## config.mk

```make
export PLATFORM = sky130hd
export DESIGN_NAME = imu_accel_gyro_lerp_sync_unit
export DESIGN_NICKNAME = d
export VERILOG_FILES = /design/src/design/imu_sync_pkg.sv /design/src/design/imu_sync_ram.sv /design/src/design/imu_sync_div.sv /design/src/design/imu_accel_gyro_lerp_sync_unit.sv
export VERILOG_INCLUDE_DIRS = /design/src /design/src/design
export SDC_FILE = /design/constraint.sdc
export NUM_CORES = 2
export LEC_CHECK = 0
export BUFFER_PORTS_ARGS = -buffer_cell sky130_fd_sc_hd__buf_2
export CAP_MARGIN = 20
export CORE_ASPECT_RATIO = 1.2
export CORE_MARGIN = 1.5
export CORE_UTILIZATION = 34
export DETAILED_ROUTE_END_ITERATION = 8
export SLEW_MARGIN = 20
export SYNTH_ARGS = -nofsm -noshare
export SYNTH_HDL_FRONTEND = slang
export SYNTH_SLANG_ARGS = --single-unit
```

## constraint.sdc

```tcl
create_clock -name clk -period 13 [get_ports clk]
set_clock_uncertainty 0.1 [all_clocks]
set_input_delay 0.65 -clock clk [delete_from_list [all_inputs] [get_ports clk]]
set_output_delay 0.65 -clock clk [all_outputs]
set_load 0.1 [all_outputs]
```

## src/design/assert_macros.svh

```systemverilog
// Assertion macros used by the imu_accel_gyro_lerp_sync_unit design file.
`ifndef ASSERT_MACROS_SVH
`define ASSERT_MACROS_SVH

// The condition must hold at every clock edge outside reset.
`define ASSERT_ALWAYS(lbl, clk, rstn, cond) \
	lbl: assert property (@(posedge clk) disable iff (!rstn) (cond)) \
		else $error("assertion failed");

// The consequent must hold in the same cycle as the antecedent.
`define ASSERT_IMPLY(lbl, clk, rstn, ante, cons) \
	lbl: assert property (@(posedge clk) disable iff (!rstn) (ante) |-> (cons)) \
		else $error("assertion failed");

`endif

```

## src/design/imu_sync_pkg.sv

```systemverilog
package imu_sync_pkg;

	localparam int TIME_W = 32;
	localparam int AXIS_W = 16;
	localparam int AXES   = 3;

	typedef logic signed [AXIS_W-1:0] axis_t;
	typedef axis_t [AXES-1:0] axes_t;

	typedef enum logic [2:0] {
		ST_IDLE,
		ST_READ,
		ST_CALC,
		ST_DIV,
		ST_MUL,
		ST_ADD,
		ST_OUT
	} state_t;

endpackage

```

## src/design/imu_sync_ram.sv

```systemverilog
module imu_sync_ram #(
	parameter int WIDTH = 80,
	parameter int DEPTH = 16
) (
	input  logic                                       clk,
	input  logic                                       we,
	input  logic [((DEPTH > 1) ? $clog2(DEPTH) : 1)-1:0] waddr,
	input  logic [WIDTH-1:0]                           wdata,
	input  logic                                       re,
	input  logic [((DEPTH > 1) ? $clog2(DEPTH) : 1)-1:0] raddr,
	output logic [WIDTH-1:0]                           rdata
);

	logic [WIDTH-1:0] mem [DEPTH];

	always_ff @(posedge clk) begin
		if (we) begin
			mem[waddr] <= wdata;
		end
		if (re) begin
			rdata <= mem[raddr];
		end
	end

endmodule

```

## src/design/imu_sync_div.sv

```systemverilog
module imu_sync_div #(
	parameter int FRAC_BITS = 16
) (
	input  logic                              clk,
	input  logic                              arst_n,
	input  logic                              start,
	input  logic [imu_sync_pkg::TIME_W-1:0]   num,
	input  logic [imu_sync_pkg::TIME_W-1:0]   den,
	output logic                              done,
	output logic [FRAC_BITS-1:0]              quot
);

	localparam int TW = imu_sync_pkg::TIME_W;
	localparam int NW = $clog2(FRAC_BITS + 1);

	logic [TW-1:0] rem_q;
	logic [TW-1:0] den_q;
	logic [FRAC_BITS-1:0] quot_q;
	logic [NW-1:0] cnt_q;
	logic busy_q;
	logic done_q;
	logic [TW:0] shifted;
	logic [TW:0] diff;
	logic ge;

	assign shifted = {rem_q, 1'b0};
	assign ge      = shifted >= {1'b0, den_q};
	assign diff    = shifted - {1'b0, den_q};

	always_ff @(posedge clk or negedge arst_n) begin
		if (!arst_n) begin
			busy_q <= 1'b0;
			done_q <= 1'b0;
			cnt_q  <= '0;
		end else begin
			done_q <= 1'b0;
			if (start) begin
				busy_q <= 1'b1;
				cnt_q  <= NW'(FRAC_BITS);
			end else if (busy_q) begin
				cnt_q <= cnt_q - 1'b1;
				if (cnt_q == NW'(1)) begin
					busy_q <= 1'b0;
					done_q <= 1'b1;
				end
			end
		end
	end

	always_ff @(posedge clk) begin
		if (start) begin
			rem_q  <= num;
			den_q  <= den;
			quot_q <= '0;
		end else if (busy_q) begin
			rem_q  <= ge ? diff[TW-1:0] : shifted[TW-1:0];
			quot_q <= {quot_q[FRAC_BITS-2:0], ge};
		end
	end

	assign done = done_q;
	assign quot = quot_q;

endmodule

```

## src/design/imu_accel_gyro_lerp_sync_unit.sv

```systemverilog
// Fuses a stream of timestamped accelerometer and gyroscope requests. Gyro requests that are
// not older than the held accel sample are written to a GYRO_DEPTH-entry buffer; others, and
// those arriving when the buffer is full, are dropped. An accel request with N buffered gyros
// produces N fused records in arrival order, each with the accel axes interpolated linearly
// to the gyro time, and the last one flagged by last_of_run. A record whose interpolation
// factor needs the bit-serial divider, which produces one quotient bit per cycle, passes
// through it; the factor is set directly when it is exactly 0 or 1. The axes then pass one at
// a time through a single multiplier, each in a multiply state and an add state. The input
// stalls until the last record of a run is taken.
`include "assert_macros.svh"

module imu_accel_gyro_lerp_sync_unit #(
	parameter int GYRO_DEPTH      = 16,
	parameter int ALPHA_FRAC_BITS = 16
) (
	input  logic                clk,
	input  logic                arst_n,
	input  logic                in_valid,
	output logic                in_stall,
	input  logic                is_accel,
	input  logic [31:0]         sample_time,
	input  logic signed [15:0]  axis_x,
	input  logic signed [15:0]  axis_y,
	input  logic signed [15:0]  axis_z,
	output logic                out_valid,
	input  logic                out_stall,
	output logic [31:0]         out_timestamp,
	output logic signed [15:0]  gyro_x,
	output logic signed [15:0]  gyro_y,
	output logic signed [15:0]  gyro_z,
	output logic signed [15:0]  accel_x,
	output logic signed [15:0]  accel_y,
	output logic signed [15:0]  accel_z,
	output logic                last_of_run
);

	localparam int TW   = imu_sync_pkg::TIME_W;
	localparam int AXW  = imu_sync_pkg::AXIS_W;
	localparam int NAX  = imu_sync_pkg::AXES;
	localparam int F    = ALPHA_FRAC_BITS;
	localparam int AW   = (GYRO_DEPTH > 1) ? $clog2(GYRO_DEPTH) : 1;
	localparam int CW   = $clog2(GYRO_DEPTH + 1);
	localparam int MW   = TW + NAX * AXW;
	localparam int PW   = AXW + 1 + F + 2;
	localparam logic signed [PW-1:0] HALF = {{(PW - F){1'b0}}, 1'b1, {(F - 1){1'b0}}};

	imu_sync_pkg::state_t state_q, state_d;

	logic                 held_accel_valid_q;
	logic [TW-1:0]        held_time_q;
	imu_sync_pkg::axes_t  held_axes_q;
	logic [TW-1:0]        new_time_q;
	imu_sync_pkg::axes_t  new_axes_q;
	logic [CW-1:0]        gyro_count_q;
	logic [CW-1:0]        idx_q;
	logic [1:0]           ax_q;
	logic [F:0]           alpha_q;
	logic signed [PW-1:0] prod_q;
	logic [TW-1:0]        out_time_q;
	imu_sync_pkg::axes_t  out_gyro_q;
	imu_sync_pkg::axes_t  out_accel_q;
	logic                 last_q;

	logic                 in_acc;
	logic                 keep;
	logic                 ram_re;
	logic [MW-1:0]        ram_rdata;
	logic [TW-1:0]        rd_time;
	logic                 zero_a;
	logic                 sat;
	logic                 need_div;
	logic [F:0]           alpha_c;
	logic                 div_start;
	logic                 div_done;
	logic [F-1:0]         div_quot;
	logic signed [AXW:0]  diff_s;
	logic signed [F+1:0]  alpha_s;
	logic signed [PW-1:0] rnd;

	assign in_stall = (state_q != imu_sync_pkg::ST_IDLE);
	assign in_acc   = in_valid && !in_stall;
	assign keep     = !is_accel && held_accel_valid_q && (sample_time >= held_time_q)
		&& (gyro_count_q < CW'(GYRO_DEPTH));

	imu_sync_ram #(
		.WIDTH(MW),
		.DEPTH(GYRO_DEPTH)
	) u_ram (
		.clk  (clk),
		.we   (in_acc && keep),
		.waddr(gyro_count_q[AW-1:0]),
		.wdata({sample_time, axis_z, axis_y, axis_x}),
		.re   (ram_re),
		.raddr(idx_q[AW-1:0]),
		.rdata(ram_rdata)
	);

	assign rd_time  = ram_rdata[MW-1 -: TW];
	assign zero_a   = (new_time_q <= held_time_q) || (rd_time <= held_time_q);
	assign sat      = rd_time >= new_time_q;
	assign need_div = !zero_a && !sat;
	assign alpha_c  = zero_a ? '0 : {1'b1, {F{1'b0}}};

	imu_sync_div #(
		.FRAC_BITS(F)
	) u_div (
		.clk   (clk),
		.arst_n(arst_n),
		.start (div_start),
		.num   (rd_time - held_time_q),
		.den   (new_time_q - held_time_q),
		.done  (div_done),
		.quot  (div_quot)
	);

	assign diff_s  = $signed({new_axes_q[ax_q][AXW-1], new_axes_q[ax_q]})
		- $signed({held_axes_q[ax_q][AXW-1], held_axes_q[ax_q]});
	assign alpha_s = $signed({1'b0, alpha_q});
	assign rnd     = (prod_q + HALF) >>> F;

	always_ff @(posedge clk or negedge arst_n) begin
		if (!arst_n) begin
			state_q <= imu_sync_pkg::ST_IDLE;
		end else begin
			state_q <= state_d;
		end
	end

	always_comb begin
		state_d   = state_q;
		ram_re    = 1'b0;
		div_start = 1'b0;
		case (state_q)
			imu_sync_pkg::ST_IDLE: begin
				if (in_acc && is_accel && held_accel_valid_q && gyro_count_q != '0) begin
					state_d = imu_sync_pkg::ST_READ;
				end
			end
			imu_sync_pkg::ST_READ: begin
				ram_re  = 1'b1;
				state_d = imu_sync_pkg::ST_CALC;
			end
			imu_sync_pkg::ST_CALC: begin
				if (need_div) begin
					div_start = 1'b1;
					state_d   = imu_sync_pkg::ST_DIV;
				end else begin
					state_d = imu_sync_pkg::ST_MUL;
				end
			end
			imu_sync_pkg::ST_DIV: begin
				if (div_done) begin
					state_d = imu_sync_pkg::ST_MUL;
				end
			end
			imu_sync_pkg::ST_MUL: begin
				state_d = imu_sync_pkg::ST_ADD;
			end
			imu_sync_pkg::ST_ADD: begin
				state_d = (ax_q == 2'(NAX - 1)) ? imu_sync_pkg::ST_OUT : imu_sync_pkg::ST_MUL;
			end
			imu_sync_pkg::ST_OUT: begin
				if (!out_stall) begin
					state_d = last_q ? imu_sync_pkg::ST_IDLE : imu_sync_pkg::ST_READ;
				end
			end
			default: begin
				state_d = imu_sync_pkg::ST_IDLE;
			end
		endcase
	end

	always_ff @(posedge clk or negedge arst_n) begin
		if (!arst_n) begin
			held_accel_valid_q <= 1'b0;
			held_time_q        <= '0;
			held_axes_q        <= '0;
			gyro_count_q       <= '0;
			idx_q              <= '0;
			ax_q               <= '0;
		end else begin
			case (state_q)
				imu_sync_pkg::ST_IDLE: begin
					if (in_acc && !is_accel && keep) begin
						gyro_count_q <= gyro_count_q + 1'b1;
					end else if (in_acc && is_accel) begin
						idx_q <= '0;
						if (!(held_accel_valid_q && gyro_count_q != '0)) begin
							held_accel_valid_q <= 1'b1;
							held_time_q        <= sample_time;
							held_axes_q        <= {axis_z, axis_y, axis_x};
							gyro_count_q       <= '0;
						end
					end
				end
				imu_sync_pkg::ST_CALC: begin
					ax_q <= '0;
				end
				imu_sync_pkg::ST_ADD: begin
					if (ax_q != 2'(NAX - 1)) begin
						ax_q <= ax_q + 1'b1;
					end
				end
				imu_sync_pkg::ST_OUT: begin
					if (!out_stall) begin
						if (last_q) begin
							held_time_q  <= new_time_q;
							held_axes_q  <= new_axes_q;
							gyro_count_q <= '0;
						end else begin
							idx_q <= idx_q + 1'b1;
						end
					end
				end
				default: begin
				end
			endcase
		end
	end

	always_ff @(posedge clk) begin
		if (state_q == imu_sync_pkg::ST_IDLE && in_acc && is_accel) begin
			new_time_q <= sample_time;
			new_axes_q <= {axis_z, axis_y, axis_x};
		end
		if (state_q == imu_sync_pkg::ST_CALC) begin
			out_time_q <= rd_time;
			out_gyro_q <= ram_rdata[NAX*AXW-1:0];
			last_q     <= (idx_q + 1'b1) == gyro_count_q;
			if (!need_div) begin
				alpha_q <= alpha_c;
			end
		end
		if (state_q == imu_sync_pkg::ST_DIV && div_done) begin
			alpha_q <= {1'b0, div_quot};
		end
		if (state_q == imu_sync_pkg::ST_MUL) begin
			prod_q <= diff_s * alpha_s;
		end
		if (state_q == imu_sync_pkg::ST_ADD) begin
			out_accel_q[ax_q] <= held_axes_q[ax_q] + rnd[AXW-1:0];
		end
	end

	assign out_valid     = (state_q == imu_sync_pkg::ST_OUT);
	assign out_timestamp = out_time_q;
	assign gyro_x        = out_gyro_q[0];
	assign gyro_y        = out_gyro_q[1];
	assign gyro_z        = out_gyro_q[2];
	assign accel_x       = out_accel_q[0];
	assign accel_y       = out_accel_q[1];
	assign accel_z       = out_accel_q[2];
	assign last_of_run   = last_q;

	`ASSERT_ALWAYS(a_count_bound, clk, arst_n, gyro_count_q <= CW'(GYRO_DEPTH))
	`ASSERT_IMPLY(a_idle_no_out, clk, arst_n, !in_stall, !out_valid)
	`ASSERT_IMPLY(a_div_in_div, clk, arst_n, div_done, state_q == imu_sync_pkg::ST_DIV)
	`ASSERT_ALWAYS(a_held_kept, clk, arst_n, !$fell(held_accel_valid_q))
	`ASSERT_IMPLY(a_idx_range, clk, arst_n, in_stall, idx_q < gyro_count_q)

endmodule
```

# --- Yosys cells after proc, flatten, opt, wreduce, memory -nomap -nowiden ---
# Memories as Yosys holds them, arrays and structs flattened. A register that Yosys moved wholly into a read port is not among the register bits.
# Cells that the tools add are included.
op_classes:
  mul: 1
  mux: 59
  shifts: 0
  bitwise: 3
  reduce_logical: 36
  add_sub_neg: 10
  n_eq_ne: 22
  n_div: 0
  n_lt_le_gt_ge: 8
op_table:
  columns: ["operator", "n"]
  rows:
  - ["$mux 32", 8]
  - ["$mux 48", 5]
  - ["$mux 16", 6]
  - ["$pmux 48 s2", 1]
  - ["$sub 32x32->32", 3]
  - ["$bmux 16 s2", 2]
  - ["$ge 32x32->1", 2]
  - ["$le 32x32->1", 2]
  - ["$pmux 32 s2", 1]
  - ["$mux 5", 11]
  - ["$bwmux 48", 1]
  - ["$ge 33x32->1", 1]
  - ["$add 32x17->32 const B", 1]
  - ["$demux 16 s2", 1]
  - ["$mul 17x18->32", 1]
  - ["$pmux 3 s7", 1]
  - ["$pmux 5 s2", 2]
  - ["$mux 17", 1]
  - ["$sub 16x16->17", 1]
  - ["$add 16x16->16", 1]
  - ["$logic_and 1x1->1", 16]
  - ["$ne 2x2->1 const B", 8]
  - ["$mux 1", 12]
  - ["$mux 3", 4]
  - ["other kinds (28)", 47]
word_totals:
  input_bits: 85
  latchBits: 0
  rom_bits: 0
  mem_bits_rw: 1280
  reg_bits: 441
  output_inout_bits: 131
  wordCells: 170
  mem_count: 1
memory_table:
  columns: ["name", "depth", "word_bits", "rd", "rd_ports_with_merged_regs", "write_ports", "line", "text"]
  rows:
  - ["u_ram.mem", 16, 80, 1, 1, 1, "imu_sync_ram.sv:14", "logic [WIDTH-1:0] mem [DEPTH];"]

# --- Depth between registers and ports, before layout ---
logic_depth:
  ltp_word: 8
  ltp_mapped: 40
  depth_no_buf: 38

# --- Hierarchy ---
# A second synthesis with hierarchy kept.
hier_totals:
  hier_cells: 5440
  area_unflattened_um2: 83645.2
modules_own_cells:
  columns: ["mod", "cells_each", "area_each_um2", "seq_area_each_um2", "n_inst"]
  rows:
  - ["imu_sync_ram", 2054, 50223.2, 40839.2, 1]
  - ["imu_accel_gyro_lerp_sync_unit", 2853, 28075.7, 9689.3, 1]
  - ["imu_sync_div", 533, 5346.4, 2417.3, 1]

# --- Worst setup path before layout ---
# Ideal clock, no wire load.
synth_timing:
  path_kind: "reg2reg"
  startpoint: "register ax_q[0]"
  endpoint: "register prod_q[30], data pin"
  path_buffers: 3
  path_stages_with_launch: 37
  arrival_ps: 8718
  setup_slack_ps: 3925
  period_less_slack_ps: 9075
  required_time_ps: 12642
  setup_time_ps: 258
  path_cell_list: "dfrtp_1 clkbuf_1 buf_1 mux2i_1 nor2_1 a21oi_1 inv_1 fa_1 nor2b_1 o31a_1 o21a_1 nor2_1 xnor2_1 clkbuf_1 nand2_1 fa_1 inv_1 fa_1 inv_1 fa_1 inv_1 fa_1 inv_1 fa_1 inv_1 fa_1 ha_1 nand3_1 a211oi_1 o211ai_1 and3b_1 a221oi_2 o21a_1 o21ai_1 o311ai_2 a21oi_1 xnor2_1"
synth_between:
  elab_chain_cells: 4
  word_cells_on_any_way: 6
  cone_classes: "add/sub: 1; mul: 1; mux: 4"
synth_rtl:
  columns: ["element", "line", "text"]
  rows:
  - ["start: declaration", "imu_accel_gyro_lerp_sync_unit.sv:56", "logic [1:0] ax_q;"]
  - ["start signal: assignment", "imu_accel_gyro_lerp_sync_unit.sv:201", "ax_q <= ax_q + 1'b1;"]
  - ["$bmux 16 s2 (on tied branches)", "imu_accel_gyro_lerp_sync_unit.sv:116, imu_accel_gyro_lerp_sync_unit.sv:117", null]
  - ["$mux 16 (on tied branches)", "imu_accel_gyro_lerp_sync_unit.sv:116, imu_accel_gyro_lerp_sync_unit.sv:117", null]
  - ["$sub 16x16->17 (*)", "imu_accel_gyro_lerp_sync_unit.sv:117", "- $signed({held_axes_q[ax_q][AXW-1], held_axes_q[ax_q]});"]
  - ["$mul 17x18->32 (*)", "imu_accel_gyro_lerp_sync_unit.sv:238", "prod_q <= diff_s * alpha_s;"]
  - ["end signal: assignment", "imu_accel_gyro_lerp_sync_unit.sv:238", null]
  - ["end: declaration", "imu_accel_gyro_lerp_sync_unit.sv:58", "logic signed [PW-1:0] prod_q;"]
# Mark *: on every way between the ends. The rest lies on a longest branch, timed or not. The select of a mux whose other input is x is not followed.
# A chain may end at the register's enable or synchronous reset.

# --- Worst setup path in the final report ---
layout_timing:
  startpoint: "register ax_q[0]"
  endpoint: "register prod_q[31], data pin"
# The elaborated chain is that of the path after synthesis.

==> run_results.csv <==
group,metric,value,unit
cells_and_area,areaGrowthSynthToFinish,13.1,%
cts,cts.repair_timing.setup_buffer_count,0,
placement,place_congestion,0.876,
worst_setup_path,max_stage_delay,1.07,ns
detailed_routing,drt_iter0_drc,4416,
yosys,synth_top_flop_cell,"sky130_fd_sc_hd__edfxtp_1",
floorplan,die-height,546,um
cts,cts_hold_buffers,1,
yosys,synth_compound_area_share,4.62,%
floorplan,floorplan.core_area,0.245,mm^2
sta,min_period_over_period,74.9,%
cells_and_area,layout.core_utilization,38.6,%
grt,first_global_vias,47497,
floorplan,effective_utilization_at_floorplan,34.2,%
detailed_routing,firstDrtPassIters,7,
sta,finalSetupViolCount,0,
worst_setup_path,timing.setup.critical_path_class,"flip-flop to flip-flop",
cts,cts.htree.levels,4,
cts,clock_tree.buffer_depth,4,
grt,grt_max_degree,153,
yosys,synthDominantAreaCellType,"sky130_fd_sc_hd__edfxtp_1",
worst_setup_path,timing.critical_path.fanout_max,39,
grt,initial_antenna_violation_count,51,
sta,rsz0062_at_grt,"false",
worst_setup_path,worstSetupStartpointType,"flip-flop",
grt,gr-total-overflow,0,
worst_setup_path,cpMostUsedCell,"sky130_fd_sc_hd__fa_1",
yosys,post_synth_inst_count,5265,
sta,finalHoldViolCount,0,
placement,dpl.cell_count,8569,
sta,pnr_worst_setup_slack,3.26,ns
sta,worstMarginPinSlew,1.15,ns
outcome,outcome,"finished clean",
cts,cts_sinks,1786,
floorplan,die_area,0.249,mm^2
sta,totalNegativeSetupSlack,0,ns
yosys,synthMuxAreaShare,11.4,%
detailed_routing,via_count,46037,
yosys,synth_nets,5886,
min_path,hold_path.class,"input port to flip-flop",
sta,timing.final.max_slew_violations,0,
grt,grt_first_pass_wirelength,315000,um
worst_setup_path,worstPathRequired,13.46,ns
placement,post-dp-hpwl,134000,um
yosys,synth_top_family_by_area,"multiplexers",
worst_setup_path,cp-end-kind,"flip-flop",
placement,buffer_ports.inserted,215,
yosys,main_area_contributors_after_synthesis,"sky130_fd_sc_hd__edfxtp_1 (60%), sky130_fd_sc_hd__mux4_2 (11%), sky130_fd_sc_hd__fa_1 (5.5%)",
worst_setup_path,cp.arrival,10.20,ns
detailed_routing,drc,0,
cts,clk_latency,0.85,ns
sta,finalWorstPathRequiredPeriod,9.74,ns
yosys,synth_cell_type_count,87,
yosys,avgSynthCellArea,15.9,um^2
cts,cts.repair.resized,0,
cells_and_area,mostFrequentLayoutCell,"sky130_fd_sc_hd__edfxtp_1",
floorplan,row_count,199,
cts,cts_buffers,181,
worst_setup_path,cpMaxStageDelayCell,"sky130_fd_sc_hd__dfrtp_2",
yosys,yosys_warnings,0,
floorplan,floorplan.die.width,456,um
cells_and_area,post_layout_nonfiller_instances,8918,
yosys,synth_top_area_share,59.8,%
yosys,synth_xor_area_share,1.61,%
cells_and_area,layout.filler_cells,22421,
cells_and_area,layout-drive-gt1-share,17.9,%
cts,cts_tree,"yes",
yosys,sequential_cell_area_fraction_in_the_yosys_report,63.3,%
grt,global_route.usage.total,16.9,%
detailed_routing,drt_antenna_net_count,0,
run,drv_cap,0,
detailed_routing,routedWlPerCell,23.9,um
yosys,number_of_synthesized_flops_with_an_enable_pin,1666,
cells_and_area,layout.area.seq,0.0530,mm^2
yosys,yosys_register_bits,1786,
yosys,ys_async_sr_fraction,5.77,%
floorplan,num_io_pins,216,
cells_and_area,multi_input_comb_area,0.0283,mm^2
cells_and_area,final_nets,6158,
cells_and_area,final_cell_mix,"sky130_fd_sc_hd__edfxtp_1 (1,666), sky130_fd_sc_hd__inv_1 (451), sky130_fd_sc_hd__nand2_1 (415)",
yosys,synth_fa_ha_area_share,10.1,%
yosys,syn-cell-area,0.0836,mm^2
cts,cts_root_buffer,"sky130_fd_sc_hd__clkbuf_16",
sta,timing.slew.headroom,23.6,%
placement,detailedPlace.worstSlack,3.28,ns
detailed_routing,via_per_inst,5.16,
cts,post_cts_clock_slew_at_the_launch_and_capture_registers_of_the_worst_setup_and_hold_paths,0.07,ns
detailed_routing,postRouteWirelength,213000,um
sta,timing.fmax,103,MHz
yosys,synth-simple-area-share,5.92,%
registers in the layout (all words and copies together) (netlist names), 17 cells and up:
signal and count:
prod_q 17, out_timestamp 32, alpha_q 17, held_axes_q 48, u_ram.mem 1280, u_ram.rdata 80, new_axes_q 48, new_time_q 32
held_time_q 32, u_div.rem_q 32, u_div.den_q 32
per-stage QoR:
stage | hold slack (ns) | cell area [um^2]
floorplan | 0.254 | 83600
global placement | 0.300 | 88700
detailed placement | 0.306 | 88700
CTS | 0.0580 | 94500
global route | 0.0982 | 94500
finish | 0.107 | 94500
cell type report:
cell class                      count  area share, %
Antenna cell                       23         0.0609
Inverter                          455           1.81
Sequential cell                  1786           56.0
Tap cell                         3216           4.26
Timing Repair Buffer              292           1.79
Multi-Input combinational cell   2821           29.9
Clock inverter                     94           1.10
Clock buffer                      231           5.04
Yosys cell counts (103+ instances only):
master and count:
sky130_fd_sc_hd__nor2_1 248, sky130_fd_sc_hd__nand2_1 415, sky130_fd_sc_hd__ha_1 308, sky130_fd_sc_hd__fa_1 228
sky130_fd_sc_hd__o21ai_0 105, sky130_fd_sc_hd__clkbuf_1 149, sky130_fd_sc_hd__mux4_2 400, sky130_fd_sc_hd__and2_1 114
sky130_fd_sc_hd__inv_1 453, sky130_fd_sc_hd__dfrtp_1 103, sky130_fd_sc_hd__edfxtp_1 1666, sky130_fd_sc_hd__a21oi_1 181
kinds of logic after synthesis:
logic type / count (synthesis)
buffers and inverters: 658
adders and majority gates: 536
muxes: 455
DFF: 1786
and+or+nand+nor: 1067
xor gates and xnor gates: 153
AOI/OAI and AO/OA: 610
routing by layer:
metal	vias to the layer above	share of wire [%]	track usage (%)
met2	1385	50	28.9
met3	368	5.6	2.41
li1	20292	-	-
met1	23970	41	21.6
met4	22	3.8	6.54
met5	-	0.061	0
worst paths after layout:
| path | startpoint | to | slack (ns) | cells past startpoint |
|---|---|---|---|---|
| worst max-delay path | ax_q[0]$_DFFE_PN0P_ | prod_q[31]$_DFFE_PN_ | 3.26 | 35 |
| worst min-delay path | axis_x[12] | u_ram.mem[10][12]$_DFFE_PP_ | 0.11 | 1 |
| worst max register to register | ax_q[0]$_DFFE_PN0P_ | prod_q[31]$_DFFE_PN_ | 3.26 | 35 |
| worst min register to register | u_ram.rdata[42]$_DFFE_PP_ | gyro_z[10]$_DFFE_PP_ | 0.32 | 0 |
| max in group asynchronous | arst_n | ax_q[0]$_DFFE_PN0P_ | 11.09 | 3 |
| min in group asynchronous | arst_n | held_time_q[26]$_DFFE_PN0P_ | 0.28 | 2 |
critical path, delay by kind of cell, from the launching register on:
family	cells	cell delay [ns]
buffers and inverters	6	0.46
xor gates and xnor gates	2	0.20
DFF	1	1.07
and+or+nand+nor	6	1.32
muxes	1	0.28
AOI/OAI and AO/OA	12	2.50
adders and majority gates	8	3.50
Power is not shown: default switching activity piles up to over one toggle a cycle in this logic, so the estimate is an artifact.
